<file path="config.mk">
export PLATFORM = sky130hd
export DESIGN_NAME = dma_register_block_with_irq_top_flat
export DESIGN_NICKNAME = d
export VERILOG_FILES = /design/src/dmarb_pkg.sv /design/src/dmarb_req_if.sv /design/src/dmarb_rsp_if.sv /design/src/dmarb_ctrl.sv /design/src/dmarb_datapath.sv /design/src/dma_register_block_with_irq_top.sv /design/src/flat_wrapper.sv
export SDC_FILE = /design/constraint.sdc
export NUM_CORES = 2
export LEC_CHECK = 0
export BUFFER_PORTS_ARGS = -buffer_cell sky130_fd_sc_hd__buf_2
export CAP_MARGIN = 20
export CORE_MARGIN = 2
export CORE_UTILIZATION = 30
export DETAILED_ROUTE_END_ITERATION = 7
export HOLD_SLACK_MARGIN = 0.08
export PLACE_DENSITY = 0.53
export SYNTH_ARGS = -nofsm -noshare
export SYNTH_HDL_FRONTEND = slang
export SYNTH_SLANG_ARGS = --single-unit
export TNS_END_PERCENT = 5
</file>
<file path="constraint.sdc">
create_clock -name clk -period 7.2 [get_ports clk]
set_clock_uncertainty 0.1 [all_clocks]
set_input_delay 1.08 -clock clk [delete_from_list [all_inputs] [get_ports clk]]
set_output_delay 1.08 -clock clk [all_outputs]
set_load 0.01 [all_outputs]
</file>
<file path="src/dmarb_pkg.sv">
// Shared constants, codes and types of the DMA register block.
package dmarb_pkg;

  localparam int CHANNEL_COUNT = 3;
  localparam int MATRIX_WORDS = 17;
  localparam int FB_WORDS = 5;

  localparam int CHAN_W = 2;
  localparam int MAT_IDX_W = (MATRIX_WORDS > 1) ? $clog2(MATRIX_WORDS) : 1;
  localparam int FB_IDX_W = 3;
  localparam int IRQ_W = 5;
  localparam int BEATS_W = 12;
  localparam int DELAY_W = 15;

  localparam logic [31:0] ADDR_IRQ_STATUS = 32'h1C80_0004;
  localparam logic [31:0] ADDR_IRQ_CLEAR = 32'h1C80_0008;
  localparam logic [31:0] ADDR_ERR_STATUS = 32'h1C80_000C;
  localparam logic [31:0] ADDR_FB_BASE = 32'h1C80_0100;
  localparam logic [31:0] ADDR_FB_LAST = ADDR_FB_BASE + 32'h10;
  localparam logic [31:0] ADDR_CSC_BASE = 32'h1C80_0120;
  localparam logic [31:0] ADDR_CSC_END = ADDR_CSC_BASE + 32'(4 * MATRIX_WORDS);
  localparam logic [31:0] ADDR_CHN_BASE = 32'h1C80_0180;
  localparam logic [31:0] ADDR_CHN_END =
    ADDR_CHN_BASE + 32'(32 * (CHANNEL_COUNT - 1)) + 32'h14;
  localparam logic [31:0] CHN_LANE_MASK = ~32'h60;
  localparam logic [31:0] CHN_OFF_LAST = 32'h10;
  localparam logic [31:0] ATTR_KEEP = 32'h8FFF_FFFF;
  localparam logic [CHAN_W-1:0] CHAN_LAST = CHAN_W'(CHANNEL_COUNT - 1);

  localparam int ATTR_SRC_UP_BIT = 26;
  localparam int ATTR_DST_UP_BIT = 27;
  localparam int ATTR_IRQ_BIT = 31;
  localparam int IRQ_CHAN_BASE = 2;

  // Word offsets inside one channel window.
  localparam logic [4:0] CHN_OFF_SRC = 5'h00;
  localparam logic [4:0] CHN_OFF_DST = 5'h04;
  localparam logic [4:0] CHN_OFF_TAG = 5'h08;
  localparam logic [4:0] CHN_OFF_ATTR = 5'h0C;
  localparam logic [4:0] CHN_OFF_STAT = 5'h10;

  typedef enum logic [1:0] {
    OP_READ  = 2'd0,
    OP_WRITE = 2'd1,
    OP_DONE  = 2'd2,
    OP_NOP   = 2'd3
  } opcode_t;

  typedef enum logic {
    ST_EMPTY = 1'b0,
    ST_FULL  = 1'b1
  } ctrl_state_t;

  typedef struct packed {
    logic load;
  } ctrl_cmd_t;

  typedef struct packed {
    logic [31:0]        read_data;
    logic               access_error;
    logic               irq_line;
    logic               start_valid;
    logic [CHAN_W-1:0]  start_channel;
    logic [31:0]        start_source;
    logic [31:0]        start_destination;
    logic [BEATS_W-1:0] start_beats;
    logic               source_upward;
    logic               destination_upward;
    logic [DELAY_W-1:0] completion_delay;
  } result_t;

endpackage

</file>
<file path="src/dmarb_req_if.sv">
// Request channel: bus reads, bus writes and transfer-done events.
interface dmarb_req_if;
  import dmarb_pkg::*;

  logic                valid;
  logic                ready;
  logic [1:0]          opcode;
  logic [31:0]         address;
  logic [31:0]         write_data;
  logic [CHAN_W-1:0]   done_channel;

  modport source (output valid, opcode, address, write_data, done_channel, input ready);
  modport sink (input valid, opcode, address, write_data, done_channel, output ready);
endinterface

</file>
<file path="src/dmarb_rsp_if.sv">
// Response channel: read data, error flag, interrupt level and transfer descriptor.
interface dmarb_rsp_if;
  import dmarb_pkg::*;

  logic                valid;
  logic                ready;
  logic [31:0]         read_data;
  logic                access_error;
  logic                irq_line;
  logic                start_valid;
  logic [CHAN_W-1:0]   start_channel;
  logic [31:0]         start_source;
  logic [31:0]         start_destination;
  logic [BEATS_W-1:0]  start_beats;
  logic                source_upward;
  logic                destination_upward;
  logic [DELAY_W-1:0]  completion_delay;

  modport source (
    output valid, read_data, access_error, irq_line, start_valid, start_channel,
           start_source, start_destination, start_beats, source_upward,
           destination_upward, completion_delay,
    input  ready
  );
  modport sink (
    input  valid, read_data, access_error, irq_line, start_valid, start_channel,
           start_source, start_destination, start_beats, source_upward,
           destination_upward, completion_delay,
    output ready
  );
endinterface

</file>
<file path="src/dmarb_ctrl.sv">
// Handshake controller that tracks whether the result register is occupied.
module dmarb_ctrl (
  input  logic                 clk,
  input  logic                 rst,
  input  logic                 req_valid,
  output logic                 req_ready,
  output logic                 rsp_valid,
  input  logic                 rsp_ready,
  output dmarb_pkg::ctrl_cmd_t cmd
);
  import dmarb_pkg::*;

  ctrl_state_t state;
  ctrl_state_t state_next;
  logic        accept;

  always_ff @(posedge clk) begin
    if (rst) begin
      state <= ST_EMPTY;
    end else begin
      state <= state_next;
    end
  end

  // The result register may be refilled in the cycle its item is taken.
  always_comb begin
    unique case (state)
      ST_EMPTY: req_ready = 1'b1;
      ST_FULL:  req_ready = rsp_ready;
      default:  req_ready = 1'b0;
    endcase
    rsp_valid = (state == ST_FULL);
    accept    = req_valid && req_ready;
    cmd.load  = accept;
  end

  always_comb begin
    state_next = state;
    unique case (state)
      ST_EMPTY: begin
        if (accept) state_next = ST_FULL;
      end
      ST_FULL: begin
        if (rsp_ready && !accept) state_next = ST_EMPTY;
      end
      default: state_next = ST_EMPTY;
    endcase
  end

endmodule

</file>
<file path="src/dmarb_datapath.sv">
// Register file, address decode, descriptor build and result register.
module dmarb_datapath (
  input  logic                         clk,
  input  logic                         rst,
  input  dmarb_pkg::ctrl_cmd_t         cmd,
  input  logic                         cfg_write_enable,
  input  logic [dmarb_pkg::IRQ_W-1:0]  cfg_write_data,
  input  logic [1:0]                   opcode,
  input  logic [31:0]                  address,
  input  logic [31:0]                  write_data,
  input  logic [dmarb_pkg::CHAN_W-1:0] done_channel,
  output dmarb_pkg::result_t           result
);
  import dmarb_pkg::*;

  logic [IRQ_W-1:0] irq_enable;
  logic [IRQ_W-1:0] irq_status;
  logic [31:0]      fb_words [FB_WORDS];
  logic [31:0]      csc_words [MATRIX_WORDS];
  logic [31:0]      ch_src [CHANNEL_COUNT];
  logic [31:0]      ch_dst [CHANNEL_COUNT];
  logic [31:0]      ch_tag [CHANNEL_COUNT];
  logic [31:0]      ch_attr [CHANNEL_COUNT];
  logic [31:0]      ch_stat [CHANNEL_COUNT];

  opcode_t              op;
  logic                 is_wr;
  logic [31:0]          csc_off;
  logic [31:0]          fb_off;
  logic [31:0]          chn_off;
  logic [MAT_IDX_W-1:0] csc_idx;
  logic [FB_IDX_W-1:0]  fb_idx;
  logic [CHAN_W-1:0]    chn;
  logic                 in_csc;
  logic                 in_chn;
  logic                 in_fb;
  logic                 chn_bad;
  logic                 csc_we;
  logic                 fb_we;
  logic                 src_we;
  logic                 dst_we;
  logic                 tag_we;
  logic                 attr_we;
  logic                 stat_we;
  logic                 done_hit;
  logic [31:0]          start_attr;
  logic [IRQ_W-1:0]     irq_next;
  logic [IRQ_W-1:0]     done_bit;
  result_t              res_next;

  assign op      = opcode_t'(opcode);
  assign is_wr   = (op == OP_WRITE);
  assign csc_off = address - ADDR_CSC_BASE;
  assign fb_off  = address - ADDR_FB_BASE;
  assign chn_off = (address & CHN_LANE_MASK) - ADDR_CHN_BASE;
  assign csc_idx = csc_off[MAT_IDX_W+1:2];
  assign fb_idx  = fb_off[FB_IDX_W+1:2];
  assign chn     = address[6:5];
  assign in_csc  = (address >= ADDR_CSC_BASE) && (address < ADDR_CSC_END);
  assign in_chn  = (address >= ADDR_CHN_BASE) && (address < ADDR_CHN_END);
  assign in_fb   = (address >= ADDR_FB_BASE) && (address <= ADDR_FB_LAST)
                   && (address[1:0] == 2'b00);
  assign chn_bad = (chn > CHAN_LAST) || (chn_off > CHN_OFF_LAST)
                   || (chn_off[1:0] != 2'b00);
  assign done_hit = (op == OP_DONE) && (done_channel <= CHAN_LAST);
  // The channel interrupt bits sit above the two low status bits.
  assign done_bit = IRQ_W'(1) << (3'(done_channel) + 3'(IRQ_CHAN_BASE));

  always_comb begin
    res_next   = '0;
    irq_next   = irq_status;
    csc_we     = 1'b0;
    fb_we      = 1'b0;
    src_we     = 1'b0;
    dst_we     = 1'b0;
    tag_we     = 1'b0;
    attr_we    = 1'b0;
    stat_we    = 1'b0;
    start_attr = '0;
    unique case (op)
      OP_READ, OP_WRITE: begin
        priority if (in_csc) begin
          if (is_wr) csc_we = 1'b1;
          else res_next.read_data = csc_words[csc_idx];
        end else if (in_chn) begin
          if (chn_bad) begin
            res_next.access_error = 1'b1;
          end else begin
            unique case (chn_off[4:0])
              CHN_OFF_SRC: begin
                if (is_wr) src_we = 1'b1;
                else res_next.read_data = ch_src[chn];
              end
              CHN_OFF_DST: begin
                if (is_wr) dst_we = 1'b1;
                else res_next.read_data = ch_dst[chn];
              end
              CHN_OFF_TAG: begin
                if (is_wr) tag_we = 1'b1;
                else res_next.read_data = ch_tag[chn];
              end
              CHN_OFF_ATTR: begin
                if (is_wr) attr_we = 1'b1;
                else res_next.read_data = ch_attr[chn];
              end
              CHN_OFF_STAT: begin
                if (!is_wr) begin
                  res_next.read_data = ch_stat[chn];
                end else begin
                  stat_we = 1'b1;
                  if (write_data[0]) begin
                    // Start bit: hand the channel setup to the beat mover.
                    start_attr                  = ch_attr[chn];
                    res_next.start_valid        = 1'b1;
                    res_next.start_channel      = chn;
                    res_next.start_source       = ch_src[chn];
                    res_next.start_destination  = ch_dst[chn];
                    res_next.start_beats        = start_attr[BEATS_W-1:0];
                    res_next.source_upward      = start_attr[ATTR_SRC_UP_BIT];
                    res_next.destination_upward = start_attr[ATTR_DST_UP_BIT];
                    res_next.completion_delay   = {start_attr[BEATS_W-1:0], 3'b000};
                  end
                end
              end
              default: res_next.access_error = 1'b1;
            endcase
          end
        end else if (in_fb) begin
          if (is_wr) fb_we = 1'b1;
          else res_next.read_data = fb_words[fb_idx];
        end else if ((address == ADDR_IRQ_STATUS) && !is_wr) begin
          res_next.read_data = 32'(irq_status);
        end else if ((address == ADDR_ERR_STATUS) && !is_wr) begin
          res_next.read_data = '0;
        end else if ((address == ADDR_IRQ_CLEAR) && is_wr) begin
          irq_next = irq_status & ~write_data[IRQ_W-1:0];
        end else begin
          res_next.access_error = 1'b1;
        end
      end
      OP_DONE: begin
        if (done_hit && ch_attr[done_channel][ATTR_IRQ_BIT]) begin
          irq_next = irq_status | done_bit;
        end
      end
      OP_NOP: begin
      end
      default: begin
      end
    endcase
    res_next.irq_line = |(irq_next & irq_enable);
  end

  always_ff @(posedge clk) begin
    if (rst) begin
      irq_enable <= '1;
      irq_status <= '0;
      for (int i = 0; i < FB_WORDS; i++) fb_words[i] <= '0;
      for (int i = 0; i < MATRIX_WORDS; i++) csc_words[i] <= '0;
      for (int i = 0; i < CHANNEL_COUNT; i++) begin
        ch_src[i]  <= '0;
        ch_dst[i]  <= '0;
        ch_tag[i]  <= '0;
        ch_attr[i] <= '0;
        ch_stat[i] <= '0;
      end
    end else begin
      if (cfg_write_enable) irq_enable <= cfg_write_data;
      if (cmd.load) begin
        irq_status <= irq_next;
        if (csc_we) csc_words[csc_idx] <= write_data;
        if (fb_we) fb_words[fb_idx] <= write_data;
        if (src_we) ch_src[chn] <= write_data;
        if (dst_we) ch_dst[chn] <= write_data;
        if (tag_we) ch_tag[chn] <= write_data;
        if (attr_we) ch_attr[chn] <= write_data & ATTR_KEEP;
        if (stat_we) ch_stat[chn] <= write_data;
        if (done_hit) ch_stat[done_channel][0] <= 1'b0;
      end
    end
  end

  always_ff @(posedge clk) begin
    if (cmd.load) result <= res_next;
  end

endmodule

</file>
<file path="src/dma_register_block_with_irq_top.sv">
// Top level of the DMA register block with interrupt status.
//
// Usage: the req channel carries one item per bus read, bus write or
// transfer-done event. Each accepted item yields exactly one item on the rsp
// channel with the read data, an access error flag, the interrupt level
// after the item and, for a status write with bit 0 set, a transfer
// descriptor for the external beat mover.
// The result is registered at the edge that accepts the item and is offered
// on rsp from the next cycle on. Throughput is one item per cycle while the
// receiver takes every result; the whole decode and register update of an
// item is done in the accept cycle by the datapath, and the controller only
// tracks whether the single result register is occupied.
// When the receiver stalls, the held result stays on rsp and req.ready
// drops; in the cycle the result is taken a new item can be accepted.
// irq_enable is written through cfg_write_enable and cfg_write_data; the user
// must do so only while the block is idle, as the block does not enforce it.
// Reset (rst, synchronous, active high) clears every register of the map,
// the interrupt status and the result register flag, and sets irq_enable
// to all ones. No clearing pass is needed: the block is ready right away.
module dma_register_block_with_irq_top (
  input  logic                        clk,
  input  logic                        rst,
  input  logic                        cfg_write_enable,
  input  logic [dmarb_pkg::IRQ_W-1:0] cfg_write_data,
  dmarb_req_if.sink                   req,
  dmarb_rsp_if.source                 rsp
);
  import dmarb_pkg::*;

  ctrl_cmd_t cmd;
  result_t   result;

  dmarb_ctrl u_ctrl (
    .clk       (clk),
    .rst       (rst),
    .req_valid (req.valid),
    .req_ready (req.ready),
    .rsp_valid (rsp.valid),
    .rsp_ready (rsp.ready),
    .cmd       (cmd)
  );

  dmarb_datapath u_datapath (
    .clk              (clk),
    .rst              (rst),
    .cmd              (cmd),
    .cfg_write_enable (cfg_write_enable),
    .cfg_write_data   (cfg_write_data),
    .opcode           (req.opcode),
    .address          (req.address),
    .write_data       (req.write_data),
    .done_channel     (req.done_channel),
    .result           (result)
  );

  // The result register fields go out on the response channel unchanged.
  assign rsp.read_data          = result.read_data;
  assign rsp.access_error       = result.access_error;
  assign rsp.irq_line           = result.irq_line;
  assign rsp.start_valid        = result.start_valid;
  assign rsp.start_channel      = result.start_channel;
  assign rsp.start_source       = result.start_source;
  assign rsp.start_destination  = result.start_destination;
  assign rsp.start_beats        = result.start_beats;
  assign rsp.source_upward      = result.source_upward;
  assign rsp.destination_upward = result.destination_upward;
  assign rsp.completion_delay   = result.completion_delay;

`ifndef SYNTH
  a_accept_gives_result: assert property (@(posedge clk) disable iff (rst)
    req.valid && req.ready |=> rsp.valid)
    else $error("accepted item produced no result");

  a_stall_blocks_input: assert property (@(posedge clk) disable iff (rst)
    rsp.valid && !rsp.ready |-> !req.ready)
    else $error("new item accepted while result is stalled");

  a_delay_matches_beats: assert property (@(posedge clk) disable iff (rst)
    rsp.valid && rsp.start_valid |-> rsp.completion_delay == {rsp.start_beats, 3'b000})
    else $error("completion delay does not match beat count");

  a_error_is_quiet: assert property (@(posedge clk) disable iff (rst)
    rsp.valid && rsp.access_error |-> rsp.read_data == 32'd0 && !rsp.start_valid)
    else $error("errored access returned data or started a transfer");
`endif

endmodule

</file>
<file path="src/flat_wrapper.sv">
// flat-port wrapper written by rule: the top's interface ports become plain ports
module dma_register_block_with_irq_top_flat import dmarb_pkg::*;
  (clk, rst, cfg_write_enable, cfg_write_data, req_valid, req_opcode, req_address, req_write_data, req_done_channel, req_ready, rsp_valid, rsp_read_data, rsp_access_error, rsp_irq_line, rsp_start_valid, rsp_start_channel, rsp_start_source, rsp_start_destination, rsp_start_beats, rsp_source_upward, rsp_destination_upward, rsp_completion_delay, rsp_ready);
  dmarb_req_if req_i ();
  dmarb_rsp_if rsp_i ();
  input  logic clk;
  input  logic rst;
  input  logic cfg_write_enable;
  input  logic [dmarb_pkg::IRQ_W-1:0] cfg_write_data;
  input wire logic [$bits(req_i.valid)-1:0] req_valid;
  input wire logic [$bits(req_i.opcode)-1:0] req_opcode;
  input wire logic [$bits(req_i.address)-1:0] req_address;
  input wire logic [$bits(req_i.write_data)-1:0] req_write_data;
  input wire logic [$bits(req_i.done_channel)-1:0] req_done_channel;
  output wire logic [$bits(req_i.ready)-1:0] req_ready;
  output wire logic [$bits(rsp_i.valid)-1:0] rsp_valid;
  output wire logic [$bits(rsp_i.read_data)-1:0] rsp_read_data;
  output wire logic [$bits(rsp_i.access_error)-1:0] rsp_access_error;
  output wire logic [$bits(rsp_i.irq_line)-1:0] rsp_irq_line;
  output wire logic [$bits(rsp_i.start_valid)-1:0] rsp_start_valid;
  output wire logic [$bits(rsp_i.start_channel)-1:0] rsp_start_channel;
  output wire logic [$bits(rsp_i.start_source)-1:0] rsp_start_source;
  output wire logic [$bits(rsp_i.start_destination)-1:0] rsp_start_destination;
  output wire logic [$bits(rsp_i.start_beats)-1:0] rsp_start_beats;
  output wire logic [$bits(rsp_i.source_upward)-1:0] rsp_source_upward;
  output wire logic [$bits(rsp_i.destination_upward)-1:0] rsp_destination_upward;
  output wire logic [$bits(rsp_i.completion_delay)-1:0] rsp_completion_delay;
  input wire logic [$bits(rsp_i.ready)-1:0] rsp_ready;
  assign req_i.valid = req_valid;
  assign req_i.opcode = req_opcode;
  assign req_i.address = req_address;
  assign req_i.write_data = req_write_data;
  assign req_i.done_channel = req_done_channel;
  assign req_ready = req_i.ready;
  assign rsp_valid = rsp_i.valid;
  assign rsp_read_data = rsp_i.read_data;
  assign rsp_access_error = rsp_i.access_error;
  assign rsp_irq_line = rsp_i.irq_line;
  assign rsp_start_valid = rsp_i.start_valid;
  assign rsp_start_channel = rsp_i.start_channel;
  assign rsp_start_source = rsp_i.start_source;
  assign rsp_start_destination = rsp_i.start_destination;
  assign rsp_start_beats = rsp_i.start_beats;
  assign rsp_source_upward = rsp_i.source_upward;
  assign rsp_destination_upward = rsp_i.destination_upward;
  assign rsp_completion_delay = rsp_i.completion_delay;
  assign rsp_i.ready = rsp_ready;
  dma_register_block_with_irq_top u_core (.clk(clk), .rst(rst), .cfg_write_enable(cfg_write_enable), .cfg_write_data(cfg_write_data), .req(req_i), .rsp(rsp_i));
endmodule
</file>
# Yosys cells after proc, flatten, opt, wreduce, memory -nomap -nowiden
# Memory sizes are Yosys's and may differ from the RTL's.
# Cells that the tools add are included.
# classes
addsub	4
order_cmp	9
n_eq_ne	9
shifts	1
n_mux	122
bitwise	10
reduce_logical	33
# op_table
operator	count
32-bit two-way mux	17
32-bit OR reduction	7
32-bit case mux with 5 select lines	1
32-bit by 29-bit equality test with 1-bit output (second input constant)	3
32-bit by 29-bit >= comparator with 1-bit output (second input constant)	3
96-bit two-way mux	1
1-bit two-way mux	81
32-bit by 29-bit < comparator with 1-bit output (second input constant)	2
5-bit two-way mux	9
33-bit two-way mux	1
32-bit by 5-bit > comparator with 1-bit output (second input constant)	1
32-bit by 29-bit less-or-equal comparator with 1-bit output (second input constant)	1
32-bit by 29-bit subtractor with 32-bit output (second input constant)	1
29-bit two-way mux	1
29-bit OR reduction	1
2-bit two-way mux	7
1-bit logical AND	11
5-bit bitwise AND	2
5-bit by 4-bit equality test with 1-bit output (second input constant)	2
5-bit case mux with 2 select lines	1
5-bit OR reduction	2
7-bit OR reduction	1
7-bit by 6-bit subtractor with 7-bit output (second input constant)	1
1-bit inverter	6
20 further kinds	25
# totals
reg_bits	129
ramBits	1175
in_bits	78
wordCells	209
mem_count	7
# memory_table
memory	depth	width	read_ports	rd_clocked_by_memory_dff	wr	line_no	rtl
u_core.u_datapath.csc_words	17	32	1	0	17	dmarb_datapath.sv:19	logic [31:0] csc_words [MATRIX_WORDS];
u_core.u_datapath.fb_words	5	32	1	0	5	dmarb_datapath.sv:18	logic [31:0] fb_words [FB_WORDS];
u_core.u_datapath.ch_dst	3	32	1	0	3	dmarb_datapath.sv:21	logic [31:0] ch_dst [CHANNEL_COUNT];
u_core.u_datapath.ch_src	3	32	1	0	3	dmarb_datapath.sv:20	logic [31:0] ch_src [CHANNEL_COUNT];
u_core.u_datapath.ch_stat	3	32	1	0	3	dmarb_datapath.sv:24	logic [31:0] ch_stat [CHANNEL_COUNT];
u_core.u_datapath.ch_tag	3	32	1	0	3	dmarb_datapath.sv:22	logic [31:0] ch_tag [CHANNEL_COUNT];
1 more memories	-	-	-	-	-	-	

# Depth between registers and ports, before layout
# logic_depth
depth_word	15
ltp_mapped	13
ltp_nobuf	10

# Cells and area by module
# From an unflattened synthesis, not the netlist that was laid out.
# unflattened
cells_unflattened	4837
hier_area_um2	86660.6
# modules_own_cells
mod	n_inst	cells_each	area_per_inst_um2	seq_area_each_um2
dmarb_datapath	1	4832	86605.6	60948.5
dmarb_ctrl	1	5	55.1	20.0

# Worst setup path before layout
# No wires, ideal clock.
# synth_timing
path_kind	input-to-reg
from	in rsp_ready
to	mem u_core.u_datapath.ch_stat[1][10], enable pin
arrival_time_ps	6021
t_required_ps	6712
setup_slack_ps	691
cell_stages	9
path_cell_list	nand2b_1 nand2_1 clkinv_1 nand3_1 a31oi_1 or3b_1 clkbuf_1 clkbuf_1 nand2_1
# synth_rtl
element	line_no	rtl
start: declaration	flat_wrapper.sv:28	input wire logic [$bits(rsp_i.ready)-1:0] rsp_ready;
end: declaration	dmarb_datapath.sv:24	

==> metrics.yaml <==
grt:
  grt-ovfl-total: 0
  grt_pass1_wl_um: 365000
  grt.total_usage_pct: 17.6
  antenna_found_initial: 34
  grt_start_max_net_pins: 88
  grt_pass1_vias: 46892
placed_design:
  io_buffers: 206
  place.gp.congestion: 0.802
  dpl.cell_count: 8925
  dp_slack_ns: 1.11
  detailed_place_hpwl_um: 156000
  dpl_cell_area_mm2: 0.0938
worst_setup_path:
  path_cells: "buf_2, or4_4, or4_1, or4_1, a211o_1, a21o_1, or3_4, nor4_4, buf_4, or2_2"
  critical_path_class: "in -> reg"
  path_common_cell: "or4_1"
  path_max_fanout: 33
  path_delay_family: "simple AND/OR/NAND/NOR gates"
  path_buf_inv: 2
  cp-start-kind: "primary input"
  timing.critical_path.slowest_cell_delay_ns: 0.79
  cp-end-kind: "flip-flop"
  cp.arrival_ns: 5.60
  cp_slowest_cell: "or2_2"
  required_ns: 7.54
floorplanning:
  die_area_mm2: 0.294
  io_pins: 210
  die_width_um: 542
  core_mm2: 0.288
  rows: 197
  die_h_um: 542
  initial_utilization_pct: 30.1
routing:
  vias_per_cell: 4.98
  vias: 46479
  drt_iter0_drc: 5712
  ant_nets: 0
  wl_per_cell_um: 28.1
  drc_errors: 0
  drtPass1Iterations: 6
  wirelength_um: 262000
synthesis:
  yosysMostFrequentCell: "edfxtp_1"
  syn-instance-count: 4910
  yosysTopAreaCellShare_pct: 69.9
  synth_area_leader_cell: "edfxtp_1"
  ys_ff_latch: 2034
  synth_cell_type_count: 69
  netlist_top_cells_area: "edfxtp_1 70%, mux4_2 14%, and2_1 8.4%"
  synth_edf_count: 2023
  ys_seq_area_share_pct: 70.2
  ys_warn_count: 0
  avgSynthCellArea_um2: 17.7
  synthFlopType: "edfxtp_1"
  syn_area_mm2: 0.0869
  synth_common_cells: "2023 x edfxtp_1, 1160 x and2_1, 541 x mux4_2"
  async_flop_share_pct: 0
timing:
  fin_hold_ws_ns: 0.345
  layout_setup_ws_ns: 1.94
  final-hold-violation-count: 0
  fin_setup_tns_ns: 0
  rsz0062_at_grt: "false"
  worstMarginPinSlew_ns: 1.12
  max_slew_margin_pct: 25.2
  max_freq_ghz: 0.190
  min_period_ns: 5.26
  slew_violations: 0
  finalSetupViolCount: 0
  period_share_pct: 73.1
clock_tree:
  root_buffer: "clkbuf_16"
  clk_latency_ns: 0.88
  cts_hold_buffers: 0
  cts_resized: 0
  clkSlewWorstSetupHoldPaths_ns: 0.06
  cts.sinks: 2034
  cts_setup_buffers: 0
  cts_tree: "done"
  htreeDepth: 4
  cts_buffers: 219
  clk_path_buf_depth: 4
final_layout:
  finalNonFillerCells: 9334
  fin_util_pct: 34.9
  syn_to_final_growth_pct: 15.8
  fin_area_mm2: 0.101
  finalNetCount: 5455
  drive_above_1_share_pct: 24.0
  fillers: 27103
outcome:
  status: "finished, final reports clean"
power_and_ir_drop:
  total_power_mw: 25.8
  power_density_mw_per_mm2: 256
  leakage_nw: 35.6
  ir_drop_mv: 0.210
worst_hold_path:
  min_path_type: "in -> reg"
job:
  drv_cap: 0
## layout make-up
class	count	area [µm²]	area share [%]
Sequential cell	2034	61000	60.6
Multi-Input combinational cell	2664	25400	25.2
Clock buffer	273	5740	5.70
Tap cell	3781	4730	4.70
Timing Repair Buffer	403	2640	2.62
Clock inverter	117	900	0.895
Inverter	45	174	0.173
Antenna cell	17	42.5	0.0423
## registers in the layout, indices dropped and copies added (netlist names), 115 cells and up
signal / flops
u_core.u_datapath.ch_attr: 116
u_core.u_datapath.ch_src: 128
u_core.u_datapath.ch_dst: 128
u_core.u_datapath.csc_words: 1024
u_core.u_datapath.result: 115
u_core.u_datapath.ch_stat: 128
u_core.u_datapath.ch_tag: 128
u_core.u_datapath.fb_words: 256
## power by group
| part | total, mW | leakage (nW) | switching [mW] | internal, mW |
|---|---|---|---|---|
| registers | 13.4 | 20.6 | 0.0956 | 13.3 |
| clock network | 10.7 | 3.23 | 4.69 | 6.01 |
| logic | 1.65 | 11.7 | 1.12 | 0.530 |
## worst reg2reg max path: cells and delay by family (launching register included)
kind,cells,cell delay [ns]
flops,1,0.31
buf+inv,1,0.37
simple gates,6,2.85
## final timing paths
| path | from | end | slack (ns) | cells past startpoint |
|---|---|---|---|---|
| worst min register to register | u_core.u_ctrl.rsp_valid$_SDFF_PP0_ | u_core.u_ctrl.rsp_valid$_SDFF_PP0_ | 0.43 | 2 |
| worst max register to register | u_core.u_ctrl.rsp_valid$_SDFF_PP0_ | u_core.u_datapath.csc_words[31][25]$_DFFE_PP_ | 3.29 | 7 |
| worst min-delay path | cfg_write_data[1] | u_core.u_datapath.irq_enable[1]$_SDFFE_PP1P_ | 0.34 | 3 |
| worst max-delay path | req_address[17] | u_core.u_datapath.ch_src[2][23]$_SDFFCE_PN0P_ | 1.94 | 10 |
## layer usage
layer  share of wire, %  track usage [%]  vias up
met5              0.019                0        -
met4                2.9             5.02        8
met3                7.2             2.60      339
met2                 48             29.0     1903
met1                 42             24.1    24655
li1                   -                -    19574
## logic make-up after synthesis
family	Yosys count	synth area share [%]
buffers and inverters	467	2.30
DFF	2034	70.2
other	1	0.00432
AOI/OAI and AO/OA	213	1.79
and+or+nand+nor	1568	10.7
muxes	614	14.9
adders and majority gates	10	0.144
xor gates and xnor gates	3	0.0303
## layout by cell type, fill, tap and decap left out, types with 15 or more instances in the layout
master and n:
o21ai_1 18, buf_2 202, o21ai_4 22, mux2i_1 70, diode_2 17, a21oi_1 16
nor3_1 27, conb_1 256, o32a_1 25, clkbuf_16 221, clkinv_2 32, and2_1 1160
nor2_2 22, nor2_4 21, clkinv_1 55, o31ai_1 15, buf_4 190, a221oi_1 29
nor2_1 113, nand2_1 119, edfxtp_1 2023, inv_1 43, a22oi_1 31, clkbuf_1 51
mux4_2 541
(Power assumes the default switching activity.)
